==> src/sv/atq_pkg.sv <==
// ----------------------------------------------------------------------------
// atq_pkg: adaptive threshold quantizer shared definitions
// Sizes, field widths, threshold types and reset values used by the quantizer
// top level and its threshold update logic.
// ----------------------------------------------------------------------------
package atq_pkg;

    localparam int unsigned CHANNELS   = 32;
    localparam int unsigned CUTS       = 3;
    localparam int unsigned FULL_SCALE = 65535;
    localparam int unsigned ETA_RESET  = 256;

    localparam int unsigned CH_W     = 5;
    localparam int unsigned SAMPLE_W = 16;
    localparam int unsigned THR_W    = 16;
    localparam int unsigned ETA_W    = 16;
    localparam int unsigned CODE_W   = 2;
    localparam int unsigned CNT_W    = $clog2(CUTS + 1);

    localparam int unsigned IN_DATA_W  = ((CH_W + SAMPLE_W + 7) / 8) * 8;
    localparam int unsigned OUT_DATA_W = ((CH_W + CODE_W + 7) / 8) * 8;

    // only channels that the channel field can address get storage
    localparam int unsigned ROWS  = (CHANNELS < (1 << CH_W)) ? CHANNELS : (1 << CH_W);
    localparam int unsigned ROW_W = (ROWS > 1) ? $clog2(ROWS) : 1;

    localparam int unsigned SPACING = FULL_SCALE / (CUTS + 1);

    typedef logic [THR_W-1:0]    thr_t;
    typedef thr_t [CUTS-1:0]     row_t;
    typedef logic [ETA_W-1:0]    step_t;
    typedef step_t [CUTS-1:0]    step_vec_t;
    typedef logic [CODE_W-1:0]   code_t;
    typedef logic [CH_W-1:0]     chan_t;
    typedef logic [SAMPLE_W-1:0] sample_t;

endpackage

==> src/sv/adaptive_threshold_quantizer.sv <==
// ----------------------------------------------------------------------------
// adaptive_threshold_quantizer: per-channel adaptive quantizer
// Quantizes 16-bit samples against per-channel thresholds that adapt toward
// the sample distribution, and returns the number of thresholds met.
//
//   port group  direction  payload (lowest bit first)
//   s_axis      in         channel[4:0], sample[20:5], zero pad to 24 bits
//   m_axis      out        channel_out[4:0], code[6:5], zero pad to 8 bits
//   cfg         in         eta[15:0]
//
// One item per cycle sustained unless m_axis stalls; an accepted item
// goes from the input register to the result register; the row read, compare,
// step and write-back occur on that move, so consecutive same-channel items see
// the update. Reset loads all thresholds to their evenly spaced start values
// at once and eta to 256. A stalled result holds; the input register still
// takes an item while the result register drains in the same cycle.
// ----------------------------------------------------------------------------
module adaptive_threshold_quantizer
(
    input  logic                               clk,
    input  logic                               rst_n,
    input  logic                               s_axis_tvalid,
    output logic                               s_axis_tready,
    input  logic [atq_pkg::IN_DATA_W-1:0]      s_axis_tdata,   // channel, sample
    output logic                               m_axis_tvalid,
    input  logic                               m_axis_tready,
    output logic [atq_pkg::OUT_DATA_W-1:0]     m_axis_tdata,   // channel_out, code
    input  logic                               cfg_valid,
    output logic                               cfg_ready,
    input  logic [atq_pkg::ETA_W-1:0]          cfg_data        // eta
);
    import atq_pkg::*;

    logic      in_valid_reg;
    chan_t     in_ch_reg;
    sample_t   in_smp_reg;
    logic      out_valid_reg;
    chan_t     out_ch_reg;
    code_t     out_code_reg;
    row_t      thr_reg [ROWS];
    step_vec_t up_step_reg;
    step_vec_t down_step_reg;

    logic            fire;
    logic            in_range;
    logic [ROW_W-1:0] row_idx;
    row_t            row_next;
    code_t           code_next;

    assign fire          = in_valid_reg && (!out_valid_reg || m_axis_tready);
    assign s_axis_tready = !in_valid_reg || fire;
    assign cfg_ready     = 1'b1;
    assign in_range      = (32'(in_ch_reg) < CHANNELS);
    assign row_idx       = ROW_W'(in_ch_reg);

    assign m_axis_tvalid = out_valid_reg;
    assign m_axis_tdata  = OUT_DATA_W'({out_code_reg, out_ch_reg});

    // per-threshold steps, divided by constants when eta is written
    for (genvar k = 0; k < CUTS; k++)
    begin : g_step
        localparam longint unsigned DIV_UP   = CUTS - k;
        localparam longint unsigned DIV_DN   = k + 1;
        localparam longint unsigned MUL_UP   = ((64'd1 << 32) + DIV_UP - 1) / DIV_UP;
        localparam longint unsigned MUL_DN   = ((64'd1 << 32) + DIV_DN - 1) / DIV_DN;
        localparam longint unsigned RST_UP   = ETA_RESET / DIV_UP;
        localparam longint unsigned RST_DN   = ETA_RESET / DIV_DN;

        logic [48:0] up_prod;
        logic [48:0] dn_prod;

        assign up_prod = 49'(cfg_data) * 49'(MUL_UP);
        assign dn_prod = 49'(cfg_data) * 49'(MUL_DN);

        always_ff @(posedge clk or negedge rst_n)
        begin
            if (!rst_n)
            begin
                up_step_reg[k]   <= ETA_W'(RST_UP);
                down_step_reg[k] <= ETA_W'(RST_DN);
            end
            else if (cfg_valid && cfg_ready)
            begin
                up_step_reg[k]   <= up_prod[47:32];
                down_step_reg[k] <= dn_prod[47:32];
            end
        end
    end

    atq_update u_update
    (
        .row       (thr_reg[row_idx]),
        .sample    (in_smp_reg),
        .up_step   (up_step_reg),
        .down_step (down_step_reg),
        .row_next  (row_next),
        .code      (code_next)
    );

    always_ff @(posedge clk or negedge rst_n)
    begin
        if (!rst_n)
        begin
            for (int r = 0; r < ROWS; r++)
            begin
                for (int k = 0; k < CUTS; k++)
                begin
                    thr_reg[r][k] <= THR_W'((k + 1) * SPACING);
                end
            end
        end
        else if (fire && in_range)
        begin
            thr_reg[row_idx] <= row_next;
        end
    end

    // input register: advance on accept, drop when consumed
    always_ff @(posedge clk or negedge rst_n)
    begin
        if (!rst_n)
        begin
            in_valid_reg <= 1'b0;
        end
        else if (s_axis_tready)
        begin
            in_valid_reg <= s_axis_tvalid;
        end
    end

    always_ff @(posedge clk)
    begin
        if (s_axis_tvalid && s_axis_tready)
        begin
            in_ch_reg  <= s_axis_tdata[CH_W-1:0];
            in_smp_reg <= s_axis_tdata[CH_W+SAMPLE_W-1:CH_W];
        end
    end

    // result register: hold while stalled
    always_ff @(posedge clk or negedge rst_n)
    begin
        if (!rst_n)
        begin
            out_valid_reg <= 1'b0;
        end
        else if (fire)
        begin
            out_valid_reg <= 1'b1;
        end
        else if (m_axis_tready)
        begin
            out_valid_reg <= 1'b0;
        end
    end

    always_ff @(posedge clk)
    begin
        if (fire)
        begin
            out_ch_reg   <= in_ch_reg;
            out_code_reg <= in_range ? code_next : '0;
        end
    end

endmodule

==> src/sv/atq_update.sv <==
// ----------------------------------------------------------------------------
// atq_update: threshold row update
// Compares one sample with every threshold of a channel row, moves each
// threshold up or down by its step with saturation, and counts the thresholds
// met.
// ----------------------------------------------------------------------------
module atq_update
(
    input  atq_pkg::row_t      row,
    input  atq_pkg::sample_t   sample,
    input  atq_pkg::step_vec_t up_step,
    input  atq_pkg::step_vec_t down_step,
    output atq_pkg::row_t      row_next,
    output atq_pkg::code_t     code
);
    import atq_pkg::*;

    always_comb
    begin
        logic [THR_W:0] sum;
        logic [CNT_W-1:0] cnt;
        cnt = '0;
        sum = '0;
        for (int k = 0; k < CUTS; k++)
        begin
            if (sample >= row[k])
            begin
                sum = {1'b0, row[k]} + {1'b0, up_step[k]};
                row_next[k] = sum[THR_W] ? THR_W'(FULL_SCALE) : sum[THR_W-1:0];
                cnt = cnt + CNT_W'(1);
            end
            else
            begin
                row_next[k] = (down_step[k] > row[k]) ? '0 : row[k] - down_step[k];
            end
        end
        code = CODE_W'(cnt);
    end

endmodule
==> config.mk <==
export PLATFORM = sky130hd
export DESIGN_NAME = adaptive_threshold_quantizer
export DESIGN_NICKNAME = d
export VERILOG_FILES = /design/src/sv/atq_pkg.sv /design/src/sv/adaptive_threshold_quantizer.sv /design/src/sv/atq_update.sv
export SDC_FILE = /design/constraint.sdc
export NUM_CORES = 2
export LEC_CHECK = 0
export BUFFER_PORTS_ARGS = -buffer_cell sky130_fd_sc_hd__buf_2
export CORE_MARGIN = 2
export CORE_UTILIZATION = 54
export CTS_BUF_LIST = sky130_fd_sc_hd__clkbuf_16
export DETAILED_ROUTE_END_ITERATION = 12
export GPL_TIMING_DRIVEN = 1
export HOLD_SLACK_MARGIN = 0.03
export PLACE_DENSITY = 0.75
export SYNTH_ARGS = -nofsm -noshare
export SYNTH_HDL_FRONTEND = slang
export SYNTH_SLANG_ARGS = --single-unit
==> constraint.sdc <==
create_clock -name clk -period 5.4 [get_ports clk]
set_clock_uncertainty 0.1 [all_clocks]
set_input_delay 0.27 -clock clk [delete_from_list [all_inputs] [get_ports clk]]
set_output_delay 0.27 -clock clk [all_outputs]
set_load 0.05 [all_outputs]
# Yosys cells after proc, flatten, opt, wreduce, memory -nomap -nowiden
# Index checks and enable logic that the tools add are counted.
totals:
  ff_bits: 1612
  latchBits: 0
  ram_bits: 0
  romBits: 0
  inputBits: 45
  out_inout_bits: 11
  word_cells: 151
  memories: 0
classes:
  n_addsub: 8
  n_mul: 1
  div: 0
  order_cmp: 8
  eq_ne: 0
  shifts: 0
  muxes: 20
  n_bitwise: 1
  n_reduce_logical: 8
op_table:
  columns: ["op", "count"]
  rows:
  - ["bitwise mux 1536 bit", 1]
  - ["binary-select mux 48 bit (select 5 bit)", 1]
  - ["demux 48 bit (select 5 bit)", 1]
  - ["two-way mux 16 bit", 9]
  - ["two-way mux 48 bit", 3]
  - ["greater-or-equal comparator 16 bit", 3]
  - ["multiplier 16 x 30 -> 46 bit (second input constant)", 1]
  - ["adder 16 x 15 -> 17 bit", 2]
  - ["> comparator 15 x 16 -> 1 bit", 2]
  - ["subtractor 16 x 15 -> 16 bit", 2]
  - ["adder 16 x 16 -> 17 bit", 1]
  - ["> comparator 16 bit", 1]
  - ["subtractor 16 bit", 1]
  - ["greater-or-equal comparator 6 bit (second input constant)", 1]
  - ["less-than comparator 6 x 1 -> 1 bit (second input constant)", 1]
  - ["NOT 5 -> 6 bit", 1]
  - ["two-way mux 2 bit", 2]
  - ["logical AND 1 bit", 3]
  - ["two-way mux 1 bit", 3]
  - ["adder 1 x 1 -> 2 bit (second input constant)", 1]
  - ["adder 2 x 1 -> 2 bit (second input constant)", 1]
  - ["zero test 1 bit", 2]
  - ["logical OR 1 bit", 2]
  - ["nonzero test 2 bit", 1]

# Depth between registers and ports, before layout
depth:
  word_depth: 10
  ltp_mapped: 23
  mapped_depth_nobuf: 19

# By module
# Synthesis repeated with hierarchy kept, for this count alone.
hier_totals:
  cells_unflattened: 5721
  area_unflattened_um2: 83090.9
by_module_without_submodules:
  columns: ["mod", "instances", "cells_per_inst", "area_each_um2", "seq_area_each_um2"]
  rows:
  - ["adaptive_threshold_quantizer", 1, 4842, 76922.5, 41791.3]
  - ["atq_update", 1, 879, 6168.4, 0.0]

# Least setup slack after synthesis
# OpenSTA, ideal clock, no wires.
synth_timing:
  path_type: "input port to flip-flop"
  startpoint: "in cfg_data[1] (netlist name)"
  endpoint: "reg down_step_reg[46] (netlist name)"
  setup_ps: 70
  arrival_time_ps: 5684
  t_required_ps: 5230
  setup_slack_ps: -453
  stages: 19
  n_path_buf: 0
  cell_sequence: "ha_1 -> fa_1 -> inv_1 -> fa_1 -> fa_1 -> inv_1 -> fa_1 -> inv_1 -> fa_1 -> inv_1 -> ha_1 -> o21ai_0 -> o21bai_1 -> a2111o_1 -> and2_1 -> nor3_1 -> o31ai_1 -> or4_1 -> nand3_1"
synth_via:
  elab_chain_cells: 1
synth_rtl:
  columns: ["item", "line_no", "text"]
  rows:
  - ["start, declared", "adaptive_threshold_quantizer.sv:30", "input logic [atq_pkg::ETA_W-1:0] cfg_data"]
  - ["multiplier 16 x 30 -> 46 bit", "adaptive_threshold_quantizer.sv:73", "assign dn_prod = 49'(cfg_data) * 49'(MUL_DN);"]
  - ["end signal, assigned by index", "adaptive_threshold_quantizer.sv:80", "down_step_reg[k] <= ETA_W'(RST_DN);"]
  - ["end signal, assigned by index", "adaptive_threshold_quantizer.sv:85", "down_step_reg[k] <= dn_prod[47:32];"]
  - ["end, declared", "adaptive_threshold_quantizer.sv:42", "step_vec_t down_step_reg;"]
# No other way between the ends.
# A chain may end at the register's enable or synchronous reset.

# Worst setup path after layout
layout_timing:
  startpoint: "reg in_ch_reg[2]"
  endpoint: "reg thr_reg[25] (netlist name)"
layout_via:
  elab_chain_cells: 8
  word_cells_on_any_way: 17
  cone_classes: "add/sub (2); order compare (4); mux (9); bitwise (1); reduce/logical (1)"
layout_rtl:
  columns: ["item", "line_no", "text"]
  rows:
  - ["start, declared", "adaptive_threshold_quantizer.sv:35", "chan_t in_ch_reg;"]
  - ["start signal, assigned", "adaptive_threshold_quantizer.sv:135", "in_ch_reg <= s_axis_tdata[CH_W-1:0];"]
  - ["NOT 5 -> 6 bit (not written as such) *", "adaptive_threshold_quantizer.sv:92, adaptive_threshold_quantizer.sv:114", null]
  - ["binary-select mux 48 bit (select 5 bit)", "adaptive_threshold_quantizer.sv:92", ".row (thr_reg[row_idx]),"]
  - ["two-way mux 48 bit (not written as such) (2 in series)", "adaptive_threshold_quantizer.sv:92", null]
  - ["subtractor 16 x 15 -> 16 bit, or another cell as far along", "atq_update.sv:34", "row_next[k] = (down_step[k] > row[k]) ? '0 : row[k] - down_step[k];"]
  - ["two-way mux 16 bit (on tied branches)", "atq_update.sv:34, atq_update.sv:29", null]
  - ["two-way mux 16 bit", "atq_update.sv:26", "if (sample >= row[k])"]
  - ["bitwise mux 1536 bit *", "adaptive_threshold_quantizer.sv:114", "thr_reg[row_idx] <= row_next;"]
  - ["end signal, assigned by index", "adaptive_threshold_quantizer.sv:108", "thr_reg[r][k] <= THR_W'((k + 1) * SPACING);"]
  - ["end signal, assigned by index", "adaptive_threshold_quantizer.sv:114", null]
  - ["end, declared", "adaptive_threshold_quantizer.sv:40", "row_t thr_reg [ROWS];"]
# Every way passes the cells marked *; elsewhere a longest branch is shown, timed or not. The select of a mux whose other input is x is not followed.

==> parameters.txt <==
Parameter                              Value

Power
  VDD IR-drop max ... 0.000485 V
  Relative contribution of combinational cells to total power ... 44.2%
  Net switching fraction of the power ... 37.1%
  Pwr/cell area ... 621 nW/um2
  Leak Pwr ... 39.1 nW
  Portion of total power attributed to the clock network ... 18.2%
  Total power after layout ... 58.4 mW
  Internal power ... 36.8 mW
  Net load switching power ... 21.6 mW
  Part of the total power dissipated in sequential elements ... 37.5%

GRT
  GRT Residual Overflow ... 0
  First-pass GRT wire length ... 367 mm
  Via count of the first global-routing pass ... 61000
  Maximum number of pins on one net before global-route repair ... 172
  Total GRT Usage ... 31.7%
  Number of antenna violations at the first check in global routing ... 3

Timing
  Final worst-path cycle share ... 100%
  Final setup viols ... 3
  Count of final hold-check violations ... 0
  Final-layout worst hold slack ... 0.0503 ns
  Worst slew margin relative to its limit ... 8.46%
  Timing-limited maximum frequency ... 0.185 GHz
  Sum of negative setup slack ... -0.0192 ns
  Shortest period the worst path allows ... 5.41 ns
  Slew at the pin closest to its max-slew limit ... 1.37 ns
  Final worst setup slack ... -0.0136 ns
  Final Max Tran Viols ... 0

Layout
  Area of the multi-input gates ... 36400 um2
  Number of flip-flops under the largest register name ... 1536
  Fill cell instance count of the final layout ... 10800
  Share of layout cells above drive strength 1 ... 38.7%
  Area taken by flip-flops and latches ... 41800 um2
  Layout overhead on the synthesized area ... 17.4%
  Net count, final ... 7998

Synthesis
  Number of distinct library cells after synthesis ... 88
  FFs w/ async S/R, synth ... 98.2%
  Sequential element share of the synthesized area ... 52.2%
  Synth area leader ... sky130_fd_sc_hd__dfstp_2
  Share of Yosys cell area claimed by the top area cell type ... 44.2%
  Summed instance area of the synthesized netlist ... 80100 um2
  Top cells by area in the synthesized netlist ... sky130_fd_sc_hd__dfstp_2 44%, sky130_fd_sc_hd__mux4_2 10%, sky130_fd_sc_hd__o21ai_0 7.1%
  Synth Warn # ... 0
  Count of flip-flops with a built-in enable after synthesis ... 28
  Post-synthesis register bit count ... 1597
  Cell count after synthesis ... 7300
  Primary FF master, synth ... sky130_fd_sc_hd__dfstp_2
  Avg Synthesized Cell Area ... 11.0 um2
  Syn_nets ... 7694

Detailed routing
  Number of antenna-violating nets in the routed design ... 0
  Initial DRC Count ... 6583
  Length of the first detailed-routing pass in iterations ... 6
  Overall via count from detail_route ... 61100
  Routed wire per std cell ... 25.4 um
  Drt via density ... 6.32
  Detailed-route DRC error count ... 0
  Post-detailed-routing wire length ... 245 mm

Clock network
  Clk_lat worst skew ... 0.83 ns
  Number of buffers inserted during clock tree synthesis ... 161
  Buffers from clock root to sink, at most ... 3
  Number of sinks on the clock net ... 1597
  CTS root buf ... sky130_fd_sc_hd__clkbuf_16
  Clock transition at the register clock pins on the worst setup and hold paths after CTS ... 0.06 ns
  TritonCTS clock tree ... built
  CTS HTree Levels ... 4

Critical path
  Kind of critical path ... register to register
  Type of element launching the critical path ... register
  Largest fanout of any net on the critical path ... 16
  Data arrival, critical path ... 6.02 ns
  Worst path required time ... 6.01 ns
  Critical Path Sink Type ... register

Min path
  Worst min path class ... input pin to register

Floorplan
  I/O pin count ... 56
  Total core area ... 147000 um2
  Starting Density ... 54.3%
  DIE HEIGHT ... 389 um
  Row Count ... 141
  Area of the die ... 151000 um2
  Chip width ... 389 um

Run status
  Run status ... complete, but fails checks
  Violations in the final reports ... setup timing

Placed design
  Gpl congestion ... 0.914
  Count of input and output buffers ... 50
  Final HPWL DP ... 153 mm
  Pre-CTS setup slack ... -0.551 ns

Run
  Max-cap viol count ... 0
[cell families (layout without fill, tap and decap cells)]
| kind of cell | count (synthesis) | in the layout | synth area share [%] |
|---|---|---|---|
| and+or+nand+nor | 1870 | 1870 | 9.62 |
| adders and majority gates | 349 | 349 | 6.26 |
| AOI/OAI and AO/OA | 2021 | 2021 | 14.4 |
| buffers and inverters | 859 | 1287 | 4.24 |
| other | 2 | 3 | 0.00937 |
| DFF | 1597 | 1597 | 52.2 |
| muxes | 550 | 550 | 12.7 |
| xor gates and xnor gates | 52 | 52 | 0.568 |
[worst max-delay path: stages, from the launching register on]
cell,delay (ns)
sky130_fd_sc_hd__edfxtp_1,0.60
sky130_fd_sc_hd__nor2b_1,0.26
sky130_fd_sc_hd__nor2b_4,0.16
sky130_fd_sc_hd__buf_12,0.15
sky130_fd_sc_hd__buf_4,0.16
sky130_fd_sc_hd__buf_4,0.16
sky130_fd_sc_hd__buf_4,0.20
sky130_fd_sc_hd__a22o_1,0.25
sky130_fd_sc_hd__nor4_2,0.32
sky130_fd_sc_hd__buf_4,0.25
sky130_fd_sc_hd__inv_1,0.07
sky130_fd_sc_hd__ha_1,0.29
sky130_fd_sc_hd__inv_1,0.05
sky130_fd_sc_hd__o41a_1,0.43
sky130_fd_sc_hd__and3_1,0.18
sky130_fd_sc_hd__a211o_4,0.37
sky130_fd_sc_hd__buf_4,0.14
sky130_fd_sc_hd__a22oi_2,0.19
sky130_fd_sc_hd__buf_6,0.16
sky130_fd_sc_hd__a221o_1,0.19
sky130_fd_sc_hd__a21oi_4,0.08
sky130_fd_sc_hd__buf_12,0.15
sky130_fd_sc_hd__clkbuf_16,0.18
sky130_fd_sc_hd__o21ai_1,0.19
[layout by cell type, fill, tap and decap left out, drive strengths merged, types with 27 or more instances in the layout]
cell type,Yosys,final
xnor2,34,34
nand3,28,28
a21oi,198,198
nor4,58,58
mux2i,59,59
buf,113,683
inv,254,303
dfstp,1349,1349
clkinv,0,63
clkbuf,492,183
nor2,188,188
dfrtp,220,220
o21ai,1393,1393
ha,262,262
mux4,360,360
a21o,29,29
nand2,1435,1435
dlygate4sd3,0,43
a22o,182,182
o22ai,27,27
edfxtp,28,28
fa,87,87
mux2,131,131
[synthesized netlist by cell type, drive strengths merged, types with 8 or more instances]
cell and n:
nor3 26, xor2 18, nand4 10, or2 9
xnor2 34, or3 18, o21bai 10, a221o 13
clkbuf 492, a22o 182, a211o 9, a31oi 18
nor2b 23, inv 254, a21oi 198, a21o 29
a211oi 16, dfrtp 220, and2 10, and3 10
o21a 21, o21ai 1393, buf 113, mux2i 59
o22ai 27, ha 262, edfxtp 28, mux2 131
fa 87, nand2b 17, mux4 360, nand2 1435
o221ai 14, o211ai 8, nor4 58, o31ai 26
dfstp 1349, nor2 188, nand3 28
[routing by layer]
metal | part of all wire [%] | vias up | wire length, um | GRT usage (%)
li1 | - | 26400 | - | -
met1 | 38 | 30900 | 93800 | 41.8
met2 | 47 | 3046 | 115000 | 50.3
met3 | 9.8 | 736 | 23900 | 6.75
met4 | 5.1 | 2 | 12500 | 15.0
met5 | 0.0053 | - | 13 | 0
[path summary, 6_finish.rpt]
kind                                           from                           to  slack [ns]  depth (start not counted)
max                          in_ch_reg[2]$_DFFE_PP_      thr_reg[25]$_DFFE_PN1P_       -0.01                         23
min                                     cfg_data[5]  up_step_reg[37]$_DFFE_PN0P_        0.05                          4
max reg2reg                  in_ch_reg[2]$_DFFE_PP_      thr_reg[25]$_DFFE_PN1P_       -0.01                         23
min reg2reg                thr_reg[887]$_DFFE_PN1P_     thr_reg[887]$_DFFE_PN1P_        0.36                          2
max in group asynchronous                     rst_n     thr_reg[321]$_DFFE_PN0P_        3.25                          4
min in group asynchronous                     rst_n      thr_reg[94]$_DFFE_PN0P_        0.57                          3
[power by group through the flow]
stage / sequential [mW] / clock, mW / combinational (mW)
final: 21.9 / 10.7 / 25.8
after floorplan: 21.0 / 0 / 14.4
after detailed placement: 21.9 / 0 / 23.4
after CTS: 21.8 / 10.7 / 23.9
after global placement: 21.5 / 0 / 22.7
after global routing: 22.4 / 11.2 / 28.1
[per-stage QoR]
step,std cells,cell area (um2),utilization (%)
4_1_cts,9566,92200,62.5
2_1_floorplan,7300,80200,-
3_3_place_gp,9209,86300,58.5
5_1_grt,9658,94100,63.8
6_report,9659,94100,63.8
3_5_place_dp,9209,86300,58.5
[timing repair]
item / in CTS / in global routing
gates resized for setup: 39 / 222
hold buffers: 45 / 0
endpoints found under the setup margin: 1071 / 1487
hold endpoints to repair: 173 / 0
cloned: 4 / 19
buffers inserted: 21 / 77
pin swaps: 2 / 44
[layout make-up]
type,count,area share [%]
multi-input cells,4844,38.6
inverters,254,1.02
flip-flops and latches,1597,44.4
diodes,1,0.00266
well taps,1930,2.57
clock inverters,122,0.832
clock buffers,165,4.39
repair buffers,746,8.14
Power figures use the tool's default switching activity.
